--- src/rtl/kth_largest_select_store_macros.svh ---
// Assertion macros used by the kth-largest select store top level.
`ifndef KTH_LARGEST_SELECT_STORE_MACROS_SVH
`define KTH_LARGEST_SELECT_STORE_MACROS_SVH

`ifndef NO_ASSERTIONS
// Same-cycle implication, checked outside reset.
`define KLS_ASSERT_IMPL(label, clk, rst_n, ante, cons) \
    label: assert property (@(posedge clk) disable iff (!rst_n) (ante) |-> (cons)) \
        else $error("kls: same-cycle check failed");
// Next-cycle implication, checked outside reset.
`define KLS_ASSERT_NEXT(label, clk, rst_n, ante, cons) \
    label: assert property (@(posedge clk) disable iff (!rst_n) (ante) |=> (cons)) \
        else $error("kls: next-cycle check failed");
`else
`define KLS_ASSERT_IMPL(label, clk, rst_n, ante, cons)
`define KLS_ASSERT_NEXT(label, clk, rst_n, ante, cons)
`endif

`endif

--- src/rtl/kls_pkg.sv ---
// Shared constants, codes and types of the kth-largest select store.
package kls_pkg;

    localparam int CAPACITY = 64;
    localparam int VALUE_W  = 32;
    localparam int RANK_W   = 7;
    localparam int STATUS_W = 2;
    localparam int COUNT_OUT_W = 7;

    localparam int CNT_W = $clog2(CAPACITY + 1);
    localparam int IDX_W = (CAPACITY > 1) ? $clog2(CAPACITY) : 1;
    localparam int CMP_W = (CNT_W > RANK_W) ? CNT_W : RANK_W;

    // Cells per first-level select group.
    localparam int GROUP  = 8;
    localparam int NGROUP = (CAPACITY + GROUP - 1) / GROUP;

    localparam logic CMD_INSERT = 1'b0;
    localparam logic CMD_QUERY  = 1'b1;

    typedef enum logic [STATUS_W-1:0] {
        ST_OK   = 2'd0,
        ST_FULL = 2'd1,
        ST_RANK = 2'd2
    } t_status;

    // Broadcast from the top level to every cell.
    typedef struct packed {
        logic                      ins_en;
        logic signed [VALUE_W-1:0] ins_value;
        logic [CNT_W-1:0]          count;
        logic [RANK_W-1:0]         rank;
    } t_cell_ctl;

endpackage

--- src/rtl/kls_cell.sv ---
// One storage cell of the sorted chain: compare, shift or insert, and rank select.
module kls_cell (
    input  logic                                i_clk,
    input  kls_pkg::t_cell_ctl                  i_ctl,
    input  logic [kls_pkg::IDX_W-1:0]           i_index,
    input  logic                                i_prev_take,
    input  logic signed [kls_pkg::VALUE_W-1:0]  i_prev_value,
    output logic                                o_take,
    output logic signed [kls_pkg::VALUE_W-1:0]  o_value,
    output logic [kls_pkg::VALUE_W-1:0]         o_sel_value
);
    import kls_pkg::*;

    logic signed [VALUE_W-1:0] r_value;
    logic signed [VALUE_W-1:0] n_value;
    logic                      w_occupied;
    logic                      w_hit;

    // Empty cells and cells holding a smaller value give way to the new one.
    assign w_occupied = CMP_W'(i_index) < CMP_W'(i_ctl.count);
    assign o_take     = !w_occupied || (r_value < i_ctl.ins_value);
    assign w_hit      = (CMP_W'(i_index) + CMP_W'(1)) == CMP_W'(i_ctl.rank);

    always_comb begin
        n_value = r_value;
        if (i_ctl.ins_en && o_take) begin
            // Shift from the left neighbor, or take the new value at the boundary.
            n_value = i_prev_take ? i_prev_value : i_ctl.ins_value;
        end
    end

    always_ff @(posedge i_clk) begin
        r_value <= n_value;
    end

    assign o_value     = r_value;
    assign o_sel_value = w_hit ? r_value : '0;

endmodule

--- config.mk ---
export PLATFORM = sky130hd
export DESIGN_NAME = kls_cell
export DESIGN_NICKNAME = d
export VERILOG_FILES = /design/src/rtl/kth_largest_select_store_macros.svh /design/src/rtl/kls_pkg.sv /design/src/rtl/kls_cell.sv
export SDC_FILE = /design/constraint.sdc
export NUM_CORES = 1
export LEC_CHECK = 0
export CAP_MARGIN = 20
export CORE_ASPECT_RATIO = 0.75
export CORE_UTILIZATION = 40
export DETAILED_ROUTE_END_ITERATION = 8
export DONT_BUFFER_PORTS = 1
export PLACE_DENSITY = 0.64
export REMOVE_ABC_BUFFERS = 1
export SYNTH_ARGS = -nofsm -noshare
export SYNTH_HDL_FRONTEND = slang
export SYNTH_SLANG_ARGS = --single-unit
--- constraint.sdc ---
create_clock -name i_clk -period 5.4 [get_ports i_clk]
set_clock_uncertainty 0.2 [all_clocks]
set_input_delay 0.54 -clock i_clk [delete_from_list [all_inputs] [get_ports i_clk]]
set_output_delay 0.54 -clock i_clk [all_outputs]
set_load 0.01 [all_outputs]
==> results.md <==
- Status: finished clean
- Finish-stage setup viols: 0
- Via count: 1,958
- H-tree Lvls: 2
- Comb power frac: 20.0%
- Largest stage delay on the critical path: approximately 0.73 ns
- HPWL after DPL: roughly 4500 µm
- Worst skew pair latency: ~0.28 ns
- Crit-path most repeated cell: nor4_1
- Syn Inst Count: ~290
- Cell taking the most area after synthesis: edfxtp_1
- Hold wc startpoint: i_prev_value[5]
- Internal: approximately 0.00046 W
- Initial antenna violation count: 0
- Initial DRC Count: 63
- Max Cap Violations: 0
- First-pass GRT wire length: 8273 µm
- Synth top area cells: edfxtp_1 37%, ha_1 18%, and2_1 8.1%, o21ai_0 6.7%, nand2_1 5.8%
- Synth unique cells: 33
- Critical-path top delay cell: and2_2
- Sw Ratio: between 30% and 40%
- Pleak: roughly 1.2 nW
- Die Wd: approximately 95 µm
- Critical path endpoint category: flip-flop
- Path type of the worst min-delay path: in -> reg
- Sequential share of the synthesized area: 36.82%
- Port Buf Inserts: 0
- Global-route usage over all layers: approximately 16%
- Post-CTS Setup Bufs: 0
- Worst setup path end: o_value[19]
- Routed vias/inst: around 5.3
- Aggregate global routing overflow: 0
- Area of the multi-input gates: 1448 µm²
- # rows: 25
- Critical path, cell by cell: ha_1, nand4_1, nor4_1, a22o_1, nor4_1, o21ai_2, mux2i_1, and2_2
- CP Class: reg -> reg
- Total die area: just under 7000 µm²
- Required @ worst endpoint: 5.11 ns
- Total wire length: roughly 5700 µm
- R2r endpoint: o_value[19]
- CTS Buf Count: 5
- Worst Setup SP: o_value[31]
- Share of layout cells above drive strength 1: 4.483%
- RSZ-0062 raised after global routing: false
- NumNets Final: around 410
- WL met1: slightly below 3000 µm
- Die height: ~72 µm
- DRT Pass-1 Iters: 4
- Endpoints failing hold: 0
- ANT nets after route: 0
- Antenna Cells: 0
- Fill count: 650
- Clk pwr share: between 20 and 30%
- Initial Utilization: roughly 42%
- Post-cts hold buffer count: 0
- Reg clk slew, reported paths: roughly 0.07 ns
- Seq pwr share: a little over half
- Metal2 WL: roughly 2400 µm
- Max FFs per register: 32
- Register-to-Register Path Depth: 8
- Highest routed layer: met4
- Post-Syn Area per Cell: roughly 9.0 µm²
- #FFs+latches synth: 32
- CTS tree: done
- DR DRC count: 0
- Fmax: 0.2820 GHz
- CTS Sinks: 32
- P&R area growth vs syn: 4.986%
- Reg2reg setup slack: between 1.5 and 2 ns
- Vias in the first global route: about 1,700
- Setup TNS: 0 ns
- Max Buffers Root-to-Sink: 2
- Root Buffer: clkbuf_8
- Sequential cell area: 960.9 µm²
- Share of the synthesized area in the top cell type: 36.82%
- Met3 wire length: between 300 and 400 µm
- RR Startpoint: o_value[31]
- Critical path arrival: ~3.3 ns
- VDD IR-drop max: 0.09329 mV
- Critical Path Fanout Max: 32
- Placement-stage cell area: between 2000 and 3000 µm²
- Syn. warnings: 0
- Core Area: about 6300 µm²
- Slew at the pin closest to its max-slew limit: approximately 0.79 ns
- WL/cell: about 15 µm
- Slew margin rel.: 47.54%
- Final instance area: 2740 µm²
- Crit start category: flip-flop
- Min Hold Slack: 0.2511 ns
- Mapped cell area: approximately 2600 µm²
- Ports: between 150 and 200
- Min Tclk post-route: 3.547 ns
- Part of the cycle the worst path needs: between 60% and 70%
- Post_cts resized: 0
- Power per cell area: 240.7 nW/µm²
- Gpl congestion: 0.7361
- Pins Over Slew Limit: 0
- Sw Pwr: approximately 0.00020 W
- Largest net degree at the start of global routing: 64
==> synth_stat cells <==
cell type and number:
nand2_1 40, inv_1 38, ha_1 37, o21ai_0 35, and2_1 34, edfxtp_1 32
a21oi_1 17, clkbuf_1 7, nor2_1 7, nand4_1 5, xnor2_1 5, a21o_1 4
buf_6 3, nand3_1 3, xor2_1 3, a211oi_2 2, nand2b_1 2, nor4_1 2
a211o_1 1, a22o_1 1, a31oi_1 1, and4_1 1, maj3_2 1, mux2_2 1
mux2i_1 1, nand4b_1 1, nor2b_1 1, nor4_4 1, o211ai_1 1, o21ai_1 1
o21ai_2 1, o221ai_1 1, o22ai_1 1
==> area by class of cell <==
cell class	instances	area share (%)
clock buffers	7	2.785
flip-flops and latches	32	35.07
repair buffers	1	0.2740
inverters	38	5.205
multi-input cells	211	52.83
well taps	81	3.699
clock inverters	1	0.1370
==> per-stage QoR <==
step                cells  utilization, %  setup slack [ns]  power (W)
floorplan             281               -             1.986  0.0004486
global placement      363           42.31             1.779  0.0004830
detailed placement    363           42.31             1.709  0.0004867
CTS                   371           43.58             1.765  0.0006694
global route          371           43.58             1.563  0.0007024
finish                371           43.58             1.853  0.0006596
==> routing by layer <==
layer | vias to the layer above | GRT usage (%)
li1 | 996 | -
met1 | 876 | 23.58
met2 | 77 | 22.22
met3 | 9 | 3.774
met4 | 0 | 5.387
met5 | - | 0
==> power by group through the flow <==
stage | Combinational (W) | Clock, W | Sequential (W)
after floorplan | 0.000105 | 0 | 0.000343
after detailed placement | 0.000134 | 0 | 0.000352
after global placement | 0.000131 | 0 | 0.000352
after CTS | 0.000135 | 0.000187 | 0.000347
after global routing | 0.000156 | 0.000196 | 0.000351
final | 0.000132 | 0.000182 | 0.000346
==> placed cells by master (no fill, tap or decap), drive strengths merged <==
master,synthesis,final
a211oi,2,2
nand4,5,5
o21ai,37,37
o22ai,1,1
nand2,40,40
nand4b,1,1
and4,1,1
nand2b,2,2
a21o,4,4
buf,3,1
maj3,1,1
o211ai,1,1
clkbuf,7,7
nor2b,1,1
mux2i,1,1
and2,34,34
mux2,1,1
xnor2,5,5
a211o,1,1
o221ai,1,1
edfxtp,32,32
nor4,3,3
a22o,1,1
xor2,3,3
ha,37,37
a21oi,17,17
nand3,3,3
clkinv,0,1
nor2,7,7
a31oi,1,1
inv,38,38
==> cells by family (layout without fill, tap and decap cells) <==
| kind of cell | after synthesis | after routing | synth area share [%] |
|---|---|---|---|
| AO/OA/AOI/OAI | 66 | 66 | 14.38 |
| adder cells (fa/ha/maj) | 38 | 38 | 18.17 |
| multiplexers | 2 | 2 | 0.8149 |
| AND/OR/NAND/NOR | 97 | 97 | 19.37 |
| flip-flops | 32 | 32 | 36.82 |
| XOR/XNOR | 8 | 8 | 2.685 |
| buffers and inverters | 48 | 47 | 7.766 |
==> critical path, delay by kind of cell (launching register included) <==
family / cells / cell delay, ns
and+or+nand+nor: 4 / 1.40
DFF: 1 / 0.49
muxes: 1 / 0.40
adders and majority gates: 1 / 0.38
AOI/OAI and AO/OA: 2 / 0.29
==> how the worst min path moves through the flow <==
stage | slack, ns | endpoint | depth (start not counted)
after floorplan | 0.53 | o_value[10] | 2
after detailed placement | 0.54 | o_value[14] | 2
after global placement | 0.54 | o_value[4] | 2
final | 0.25 | o_value[5] | 2
after CTS | 0.24 | o_value[21] | 2
after global routing | 0.24 | o_value[1] | 2
No activity file was read; power rests on OpenSTA's default activity.
